==> config.mk <==
export PLATFORM = sky130hd
export DESIGN_NAME = date_period_overlap_days
export DESIGN_NICKNAME = d
export VERILOG_FILES = /design/src/sv/dpod_pkg.sv /design/src/sv/date_period_overlap_days.sv
export SDC_FILE = /design/constraint.sdc
export NUM_CORES = 2
export LEC_CHECK = 0
export BUFFER_PORTS_ARGS = -buffer_cell sky130_fd_sc_hd__buf_2
export CAP_MARGIN = 10
export CORE_MARGIN = 2
export CORE_UTILIZATION = 37
export DETAILED_ROUTE_END_ITERATION = 12
export PLACE_DENSITY = 0.58
export SLEW_MARGIN = 20
export SYNTH_ARGS = -nofsm -noshare
export SYNTH_HDL_FRONTEND = slang
export SYNTH_SLANG_ARGS = --single-unit
export TNS_END_PERCENT = 1
==> constraint.sdc <==
create_clock -name clk -period 17.35 [get_ports clk]
set_clock_uncertainty 0.05 [all_clocks]
set_input_delay 3.47 -clock clk [delete_from_list [all_inputs] [get_ports clk]]
set_output_delay 3.47 -clock clk [all_outputs]
set_load 0.05 [all_outputs]
==> src/sv/dpod_pkg.sv <==
`default_nettype none

package dpod_pkg;

    localparam int unsigned YEAR_W   = 14;
    localparam int unsigned MONTH_W  = 4;
    localparam int unsigned DAY_W    = 5;
    localparam int unsigned SERIAL_W = 22;
    localparam int unsigned NUM_DATES = 4;

    localparam logic [YEAR_W-1:0]  YEAR_MAX   = 14'd9999;
    localparam logic [MONTH_W-1:0] MONTH_FEB  = 4'd2;
    localparam logic [MONTH_W-1:0] MONTH_LAST = 4'd12;

    // y / 100 == (y * 5243) >> 19, exact for any 14-bit y
    localparam int unsigned DIV100_MUL   = 5243;
    localparam int unsigned DIV100_SHIFT = 19;
    localparam int unsigned DIV100_W     = YEAR_W + 13;
    localparam int unsigned QUOT_W       = 8;
    localparam int unsigned CENTURY      = 100;
    localparam int unsigned YEAR_DAYS    = 365;
    localparam int unsigned Y365_W       = 23;
    localparam int unsigned MOFF_W       = 9;

    typedef struct packed {
        logic [YEAR_W-1:0]  a_start_year;
        logic [MONTH_W-1:0] a_start_month;
        logic [DAY_W-1:0]   a_start_day;
        logic [YEAR_W-1:0]  a_end_year;
        logic [MONTH_W-1:0] a_end_month;
        logic [DAY_W-1:0]   a_end_day;
        logic [YEAR_W-1:0]  b_start_year;
        logic [MONTH_W-1:0] b_start_month;
        logic [DAY_W-1:0]   b_start_day;
        logic [YEAR_W-1:0]  b_end_year;
        logic [MONTH_W-1:0] b_end_month;
        logic [DAY_W-1:0]   b_end_day;
    } in_t;

    typedef struct packed {
        logic [SERIAL_W-1:0] overlap_days;
        logic                periods_overlap;
        logic                date_error;
    } out_t;

    function automatic logic [DAY_W-1:0] month_len(input logic [MONTH_W-1:0] m,
                                                   input logic leap);
        logic [DAY_W-1:0] len;
        unique case (m)
            4'd1, 4'd3, 4'd5, 4'd7, 4'd8, 4'd10, 4'd12: len = 5'd31;
            4'd4, 4'd6, 4'd9, 4'd11:                     len = 5'd30;
            4'd2:                                        len = leap ? 5'd29 : 5'd28;
            default:                                     len = 5'd0;
        endcase
        return len;
    endfunction

    // days from 1 March to the first of month m, year taken as starting in March
    function automatic logic [MOFF_W-1:0] march_offset(input logic [MONTH_W-1:0] m);
        logic [MOFF_W-1:0] off;
        unique case (m)
            4'd3:    off = 9'd0;
            4'd4:    off = 9'd31;
            4'd5:    off = 9'd61;
            4'd6:    off = 9'd92;
            4'd7:    off = 9'd122;
            4'd8:    off = 9'd153;
            4'd9:    off = 9'd184;
            4'd10:   off = 9'd214;
            4'd11:   off = 9'd245;
            4'd12:   off = 9'd275;
            4'd1:    off = 9'd306;
            4'd2:    off = 9'd337;
            default: off = 9'd0;
        endcase
        return off;
    endfunction

endpackage

`default_nettype wire

==> src/sv/date_period_overlap_days.sv <==
// Channel   Direction  Handshake            Payload
// in        input      in_valid / in_stall  dpod_pkg::in_t  (two periods, four dates)
// out       output     out_valid/out_stall  dpod_pkg::out_t (count and flags)
// cfg       input      cfg_valid/cfg_ready  include_end_day (1 bit)
//
// Four register stages: constant products, date check and day serial,
// overlap bounds, count. One item per cycle while in_stall is low.
// Stages hold while the output is stalled and the stall ripples back to
// in_stall only when every stage is full. Reset clears the stage valids
// and sets include_end_day to 1.
`default_nettype none

module date_period_overlap_days (
    input  wire logic           clk,
    input  wire logic           rst_n,
    input  wire logic           in_valid,
    output logic                in_stall,
    input  wire dpod_pkg::in_t  in_data,
    output logic                out_valid,
    input  wire logic           out_stall,
    output dpod_pkg::out_t      out_data,
    input  wire logic           cfg_valid,
    output logic                cfg_ready,
    input  wire logic           cfg_data
);
    import dpod_pkg::*;

    logic ied_reg, ied_next;
    logic v1_reg, v1_next, v2_reg, v2_next, v3_reg, v3_next, v4_reg, v4_next;
    logic adv1, adv2, adv3, adv4;

    logic [YEAR_W-1:0]  date_y [NUM_DATES];
    logic [MONTH_W-1:0] date_m [NUM_DATES];
    logic [DAY_W-1:0]   date_d [NUM_DATES];

    // stage 1
    logic [YEAR_W-1:0]  s1_y_reg    [NUM_DATES], s1_y_next    [NUM_DATES];
    logic [MONTH_W-1:0] s1_m_reg    [NUM_DATES], s1_m_next    [NUM_DATES];
    logic [DAY_W-1:0]   s1_d_reg    [NUM_DATES], s1_d_next    [NUM_DATES];
    logic [YEAR_W-1:0]  s1_yy_reg   [NUM_DATES], s1_yy_next   [NUM_DATES];
    logic [QUOT_W-1:0]  s1_qy_reg   [NUM_DATES], s1_qy_next   [NUM_DATES];
    logic [QUOT_W-1:0]  s1_qyy_reg  [NUM_DATES], s1_qyy_next  [NUM_DATES];
    logic [Y365_W-1:0]  s1_y365_reg [NUM_DATES], s1_y365_next [NUM_DATES];

    // stage 2
    logic [SERIAL_W-1:0] s2_serial_reg [NUM_DATES], s2_serial_next [NUM_DATES];
    logic [NUM_DATES-1:0] s2_ok_reg, s2_ok_next;

    // stage 3
    logic [SERIAL_W-1:0] s3_lo_reg, s3_lo_next, s3_hi_reg, s3_hi_next;
    logic s3_ovl_reg, s3_ovl_next, s3_err_reg, s3_err_next;

    // stage 4 (output register)
    out_t s4_reg, s4_next;

    assign cfg_ready = 1'b1;
    assign ied_next  = (cfg_valid && cfg_ready) ? cfg_data : ied_reg;

    assign adv4     = !v4_reg || !out_stall;
    assign adv3     = !v3_reg || adv4;
    assign adv2     = !v2_reg || adv3;
    assign adv1     = !v1_reg || adv2;
    assign in_stall = !adv1;

    assign v1_next = adv1 ? in_valid : v1_reg;
    assign v2_next = adv2 ? v1_reg   : v2_reg;
    assign v3_next = adv3 ? v2_reg   : v3_reg;
    assign v4_next = adv4 ? v3_reg   : v4_reg;

    assign date_y[0] = in_data.a_start_year;
    assign date_m[0] = in_data.a_start_month;
    assign date_d[0] = in_data.a_start_day;
    assign date_y[1] = in_data.a_end_year;
    assign date_m[1] = in_data.a_end_month;
    assign date_d[1] = in_data.a_end_day;
    assign date_y[2] = in_data.b_start_year;
    assign date_m[2] = in_data.b_start_month;
    assign date_d[2] = in_data.b_start_day;
    assign date_y[3] = in_data.b_end_year;
    assign date_m[3] = in_data.b_end_month;
    assign date_d[3] = in_data.b_end_day;

    for (genvar j = 0; j < NUM_DATES; j++) begin : g_date
        logic [DIV100_W-1:0] prod_y, prod_yy;
        logic                cent, leap;
        logic [DAY_W-1:0]    len;
        logic [SERIAL_W+1:0] sum;

        // stage 1: March-based year and the constant products
        always_comb
        begin
            s1_y_next[j]  = date_y[j];
            s1_m_next[j]  = date_m[j];
            s1_d_next[j]  = date_d[j];
            s1_yy_next[j] = (date_m[j] <= MONTH_FEB) ? date_y[j] - 14'd1 : date_y[j];
            prod_y        = DIV100_W'(date_y[j]) * DIV100_W'(DIV100_MUL);
            prod_yy       = DIV100_W'(s1_yy_next[j]) * DIV100_W'(DIV100_MUL);
            s1_qy_next[j]   = QUOT_W'(prod_y >> DIV100_SHIFT);
            s1_qyy_next[j]  = QUOT_W'(prod_yy >> DIV100_SHIFT);
            s1_y365_next[j] = Y365_W'(s1_yy_next[j]) * Y365_W'(YEAR_DAYS);
        end

        // stage 2: leap rule, range checks, day serial
        always_comb
        begin
            cent = ((YEAR_W+1)'(s1_qy_reg[j]) * (YEAR_W+1)'(CENTURY))
                   == (YEAR_W+1)'(s1_y_reg[j]);
            leap = cent ? (s1_qy_reg[j][1:0] == 2'd0) : (s1_y_reg[j][1:0] == 2'd0);
            len  = month_len(s1_m_reg[j], leap);
            s2_ok_next[j] = (s1_y_reg[j] != '0) && (s1_y_reg[j] <= YEAR_MAX)
                         && (s1_m_reg[j] != '0) && (s1_m_reg[j] <= MONTH_LAST)
                         && (s1_d_reg[j] != '0) && (s1_d_reg[j] <= len);
            sum = (SERIAL_W+2)'(s1_y365_reg[j])
                + (SERIAL_W+2)'(s1_yy_reg[j] >> 2)
                - (SERIAL_W+2)'(s1_qyy_reg[j])
                + (SERIAL_W+2)'(s1_qyy_reg[j] >> 2)
                + (SERIAL_W+2)'(march_offset(s1_m_reg[j]))
                + (SERIAL_W+2)'(s1_d_reg[j])
                - (SERIAL_W+2)'(1);
            s2_serial_next[j] = sum[SERIAL_W-1:0];
        end
    end

    // stage 3: later start, earlier end, overlap and error flags
    always_comb
    begin
        s3_lo_next  = (s2_serial_reg[0] > s2_serial_reg[2]) ? s2_serial_reg[0]
                                                              : s2_serial_reg[2];
        s3_hi_next  = (s2_serial_reg[1] < s2_serial_reg[3]) ? s2_serial_reg[1]
                                                              : s2_serial_reg[3];
        s3_ovl_next = !((s2_serial_reg[3] < s2_serial_reg[0])
                     || (s2_serial_reg[2] > s2_serial_reg[1]));
        s3_err_next = !(&s2_ok_reg);
    end

    // stage 4: count; a reversed period leaves only the end-day term
    always_comb
    begin
        logic [SERIAL_W-1:0] diff;
        diff = (s3_hi_reg > s3_lo_reg) ? s3_hi_reg - s3_lo_reg : '0;
        s4_next.periods_overlap = s3_ovl_reg && !s3_err_reg;
        s4_next.date_error      = s3_err_reg;
        s4_next.overlap_days    = s4_next.periods_overlap
                                ? diff + SERIAL_W'(ied_reg) : '0;
    end

    always_ff @(posedge clk or negedge rst_n)
    begin
        if (!rst_n)
        begin
            ied_reg <= 1'b1;
            v1_reg  <= 1'b0;
            v2_reg  <= 1'b0;
            v3_reg  <= 1'b0;
            v4_reg  <= 1'b0;
        end
        else
        begin
            ied_reg <= ied_next;
            v1_reg  <= v1_next;
            v2_reg  <= v2_next;
            v3_reg  <= v3_next;
            v4_reg  <= v4_next;
        end
    end

    always_ff @(posedge clk)
    begin
        if (adv1)
        begin
            s1_y_reg    <= s1_y_next;
            s1_m_reg    <= s1_m_next;
            s1_d_reg    <= s1_d_next;
            s1_yy_reg   <= s1_yy_next;
            s1_qy_reg   <= s1_qy_next;
            s1_qyy_reg  <= s1_qyy_next;
            s1_y365_reg <= s1_y365_next;
        end
        if (adv2)
        begin
            s2_serial_reg <= s2_serial_next;
            s2_ok_reg     <= s2_ok_next;
        end
        if (adv3)
        begin
            s3_lo_reg  <= s3_lo_next;
            s3_hi_reg  <= s3_hi_next;
            s3_ovl_reg <= s3_ovl_next;
            s3_err_reg <= s3_err_next;
        end
        if (adv4)
        begin
            s4_reg <= s4_next;
        end
    end

    assign out_valid = v4_reg;
    assign out_data  = s4_reg;

endmodule

`default_nettype wire

== Word level (Yosys, flattened, before mapping) ==
Memories as Yosys holds them, arrays and structs flattened. A register that Yosys moved wholly into a read port is not among the register bits.
Cells that the tools add are included.
Word-level totals
  memories kept: 4
  register bits after elaboration: 467
  output and inout port bits: 27
  ROM bits: 576
  input port bits: 98
Cells by class
  add/sub/neg operators: 30
  $mul: 16
  eq/ne operators: 52
  $lt $le $gt $ge: 21
  reductions and logical operators: 64
  multiplexer cells: 23
Memories
  (name not given): depth 16, width 9, rd ports 1, clocked after memory_dff 1, write ports 0, RTL line dpod_pkg.sv:61  | unique case (m)
  (name not given): depth 16, width 9, rd ports 1, clocked after memory_dff 1, write ports 0, RTL line dpod_pkg.sv:61
  (name not given): depth 16, width 9, rd ports 1, clocked after memory_dff 1, write ports 0, RTL line dpod_pkg.sv:61
  (name not given): depth 16, width 9, rd ports 1, clocked after memory_dff 1, write ports 0, RTL line dpod_pkg.sv:61
Operators with widths (count)
  14-bit by 13-bit multiplier with 27-bit output, second input constant: 8
  22-bit by 12-bit adder with 22-bit output: 4
  22-bit by 5-bit adder with 22-bit output: 4
  22-bit by 6-bit adder with 22-bit output: 4
  22-bit by 9-bit adder with 22-bit output: 4
  14-bit by 9-bit multiplier with 22-bit output, second input constant: 4
  22-bit by 1-bit subtractor with 22-bit output, second input constant: 4
  22-bit by 8-bit subtractor with 22-bit output: 4
  4-bit == test, second input constant: 20
  22-bit > comparator: 3
  22-bit 2-to-1 mux: 3
  4-bit by 3-bit == test with 1-bit output, second input constant: 16
  15-bit by 14-bit == test with 1-bit output: 4
  5-bit one-hot mux with 3 select lines: 4
  14-bit <= comparator, second input constant: 4
  14-bit 2-to-1 mux: 4
  14-bit nonzero test: 4
  14-bit by 1-bit subtractor with 14-bit output, second input constant: 4
  8-bit by 5-bit multiplier with 13-bit output, second input constant: 4
  22-bit less-than comparator: 2
  4-bit by 2-bit == test with 1-bit output, second input constant: 8
  7-bit OR reduction: 4
  22-bit by 1-bit adder with 22-bit output: 1
  22-bit subtractor: 1
  14 further kinds: 84

== Longest topological paths before layout ==
  word-level depth: 7
  depth in mapped cells: 30
  mapped depth without buffers: 30

== Least setup slack after synthesis ==
Ideal clock, no wire load.
  path kind: input to output
  from: input port out_stall
  to: output port in_stall
  required time: 13830 ps
  buffers on the path: 2
  data arrival time: 15168 ps
  setup slack: -1338 ps
  stages on the path: 5
  path through: and3_1 -> nand3_1 -> clkbuf_1 -> clkbuf_1 -> inv_1
Between the ends
  longest elaborated chain between the ends: 6
Ends and longest elaborated chain
  from (decl): RTL line date_period_overlap_days.sv:20  | input wire logic out_stall,
  1-bit logical NOT: RTL line date_period_overlap_days.sv:59  | assign adv4 = !v4_reg || !out_stall;
  1-bit logical OR: RTL line date_period_overlap_days.sv:59
  1-bit logical OR: RTL line date_period_overlap_days.sv:60  | assign adv3 = !v3_reg || adv4;
  1-bit logical OR: RTL line date_period_overlap_days.sv:61  | assign adv2 = !v2_reg || adv3;
  1-bit logical OR: RTL line date_period_overlap_days.sv:62  | assign adv1 = !v1_reg || adv2;
  1-bit logical NOT: RTL line date_period_overlap_days.sv:63  | assign in_stall = !adv1;
  to (decl): RTL line date_period_overlap_days.sv:17  | output logic in_stall,
Every way passes these cells.

==> key figures <==
Outcome
  – Status: complete, no violations

Timing
  – RSZ-0062 raised after global routing: false
  – Slew @ Worst Pin: about 1.1 ns
  – Slew Limit Fails: 0
  – Post-route setup TNS: 0 ns
  – Fin. Hold Viols: 0
  – Worst rel slew slack: 0.243
  – Setup violators final: 0
  – Tcrit/Tclk final: 0.584
  – Min Tclk post-route: just over 10 ns
  – Fmax: roughly 0.099 GHz

Yosys
  – Post-Synthesis Net Count: 8,917
  – Synth Register Bits: just under 500
  – Post-synth cell types: 88
  – Largest family of logic cells by synthesized area: adder cells
  – Syn Inst Count: ~6,600
  – Post-Synth Adder-Cell Area: 0.494
  – Synth area leaders: ha_1 (26%), fa_1 (23%), edfxtp_1 (20%)
  – Synth Area in Compound Gates: 0.0736
  – Seq/Total Area, Yosys: 0.212
  – Mapped Avg Cell Area: between 10 and 15 um2
  – Yosys top cell area share: 0.264
  – Synth Flop Type: edfxtp_1
  – Post-Synth XOR/XNOR Area: 0.0452
  – Proportion of synthesized area in mux cells: 0.00973
  – Cell Area, Synth: a little under 70,000 um2
  – Synth warn: 0
  – Fraction of registers with async set/reset: 0.0101
  – Largest area contributor in the netlist: ha_1
  – Post-synth EDFFs: 454
  – Fraction of the mapped netlist area in simple logic gates: 0.0645

GRT
  – GRT overflow: 0
  – Vias in the first global route: between 40,000 and 50,000
  – Global-route wire length before repair: roughly 250 mm
  – Largest net degree at the start of global routing: slightly below 90
  – Antenna violations before repair: 1
  – Total Routing Usage GR: 0.171

Finish
  – Finished Layout Cells: ~9,300
  – Syn-to-layout area delta: 9.07%
  – Antenna cells: 0
  – Layout cell share with drive strength beyond 1: 0.0467
  – Max reg flops: 88
  – Fill count: 17,900
  – Most frequent cells in the layout: inv_1 (1,812), ha_1 (1,440), fa_1 (782), edfxtp_1 (454), xnor2_1 (277)
  – Fin nets: between 9,000 and 10,000
  – Most common cell after layout, fill and taps aside: inv_1

Route
  – # DRC: 0
  – DR iter-0 viols: between 2,000 and 2,500
  – Vias per cell: 4.77
  – DRT Pass-1 Iters: 5
  – Routed WL: around 160 mm
  – Wire per inst: between 15 and 20 um
  – Final ANT Viol Nets: 0
  – Via count: around 44,000

Placed design
  – DP HPWL: roughly 130 mm
  – GPL Wtd Cong: between 0.8 and 0.9
  – Dpl cells: about 9,000
  – IO buf count: ~120

Setup path
  – WP data arrival: approximately 10 ns
  – CP endpoint: s1_qyy_reg[23]
  – Crit-path max cell delay: about 0.8 ns
  – Critical Path Fanout Max: 7
  – CP startpoint: in_data[51]
  – Worst path depth: 26
  – Kind of critical path: input pin to register
  – Crit-path most repeated cell: inv_1
  – Reg2reg path depth: 15
  – R2R setup slack: around 12 ns
  – Reg-to-Reg End: s2_serial_reg[41]
  – Critical path endpoint category: register
  – Nature of the critical path startpoint: input pin
  – Required @ worst endpoint: 17.71 ns
  – Max stage delay cell, worst path: a211oi_1
  – Crit path max-delay family: compound AO/OA/AOI/OAI gates
  – RR Startpoint: s1_d_reg[8]
  – Worst path bufs/invs: 6

Die
  – Initial Util: 0.372
  – Core area: ~180,000 um2
  – Num rows: ~160
  – # IOs: 125
  – Die height: ~430 um
  – Die Area: ~190,000 um2
  – Die width: 433 um

Hold path
  – Worst Hold Class: register to register

Clocking
  – CTS sink cnt: around 500
  – H-tree depth: 3
  – Longest Clk Path Bufs: 3
  – Register clock-pin slew on the reported worst setup and hold paths: about 0.060 ns
  – Clock Latency Late Sink: a little under 0.7 ns
  – Post-CTS Resized: 0
  – TritonCTS clock tree: yes
  – Hold_buf cts: 0
  – Post-CTS Setup Inserts: 0
  – Total CTS buffers: 69
  – Root Driver: clkbuf_16

Run
  – Number of max-cap violations: 0
-- area by class of cell --
cell class | instances | area, um2 | area share
timing repair buffer | 156 | 876 | 0.0118
clock buffer | 83 | 1890 | 0.0253
multi-input combinational | 4266 | 46900 | 0.630
clock inverter | 43 | 398 | 0.00534
tap | 2464 | 3080 | 0.0414
sequential | 495 | 14500 | 0.195
inverter | 1813 | 6810 | 0.0914
-- per-layer routing --
layer | GRT usage | wire [um]
met1 | 0.241 | 75100
met2 | 0.282 | 72500
met3 | 0.0187 | 5200
met4 | 0.0372 | 2870
met5 | 0 | 13
-- cell usage after synthesis, types with 6 or more instances --
cell and n:
a22o_1 6, a21boi_0 13, a211oi_1 42, inv_1 1813
fa_1 782, mux2i_1 63, o21a_1 32, o311ai_0 6
o21ai_0 155, a31oi_1 17, nor3_1 77, or2_2 14
nand2b_1 54, nand3b_1 6, a2111oi_0 21, clkbuf_1 15
xor2_1 74, o31ai_1 13, a221oi_1 6, or3_1 43
xnor2_1 278, o211ai_1 19, a21oi_1 191, o21bai_1 25
and3_1 50, nand2_1 177, nand3_1 97, edfxtp_1 454
and4_1 12, and2_1 33, a31o_2 12, a21o_1 135
nor2_1 168, a211o_1 7, nor2b_1 32, nand4_1 45
nor4_1 27, dfxtp_1 36, ha_1 1440
-- cell families (layout without fill, tap and decap cells) --
kind of cell	after synthesis	count (layout)
muxes	66	66
AOI/OAI and AO/OA	762	762
and+or+nand+nor	861	861
xor gates and xnor gates	352	352
other	1	1
adders and majority gates	2224	2224
DFF	495	495
buffers and inverters	1836	2095
-- stage by stage --
step	area (um2)	util	hold slack (ns)	setup slack (ns)
after detailed placement	72100	0.394	0.383	6.53
final	74400	0.406	0.394	7.22
after global placement	72100	0.394	0.377	6.60
after CTS	74400	0.406	0.397	7.21
after global routing	74400	0.406	0.433	6.67
after floorplan	68300	-	0.367	4.38
-- worst register-to-register path, cell delays in order, from the launching register on --
cell	delay, ns
edfxtp_1	0.47
inv_1	0.19
fa_1	0.48
fa_1	0.48
fa_1	0.49
inv_1	0.04
ha_1	0.32
and3_1	0.20
a2111oi_0	0.87
o311ai_0	0.39
a41oi_1	0.35
a2111oi_0	0.16
o21a_1	0.22
o21ai_0	0.19
nor2b_1	0.18
xnor2_1	0.09
-- worst min path at each step --
| stage | from | end | depth (start not counted) | slack [ns] |
|---|---|---|---|---|
| detailed placement | s3_err_reg | out_data[0] | 0 | 0.38 |
| floorplan | s3_err_reg | out_data[0] | 0 | 0.37 |
| global placement | s3_err_reg | out_data[0] | 0 | 0.38 |
| global route | s3_err_reg | out_data[0] | 0 | 0.43 |
| CTS | s3_err_reg | out_data[0] | 0 | 0.40 |
| finish | s3_err_reg | out_data[0] | 0 | 0.39 |
Power is not shown: default switching activity piles up to over one toggle a cycle in this logic, so the estimate is an artifact.
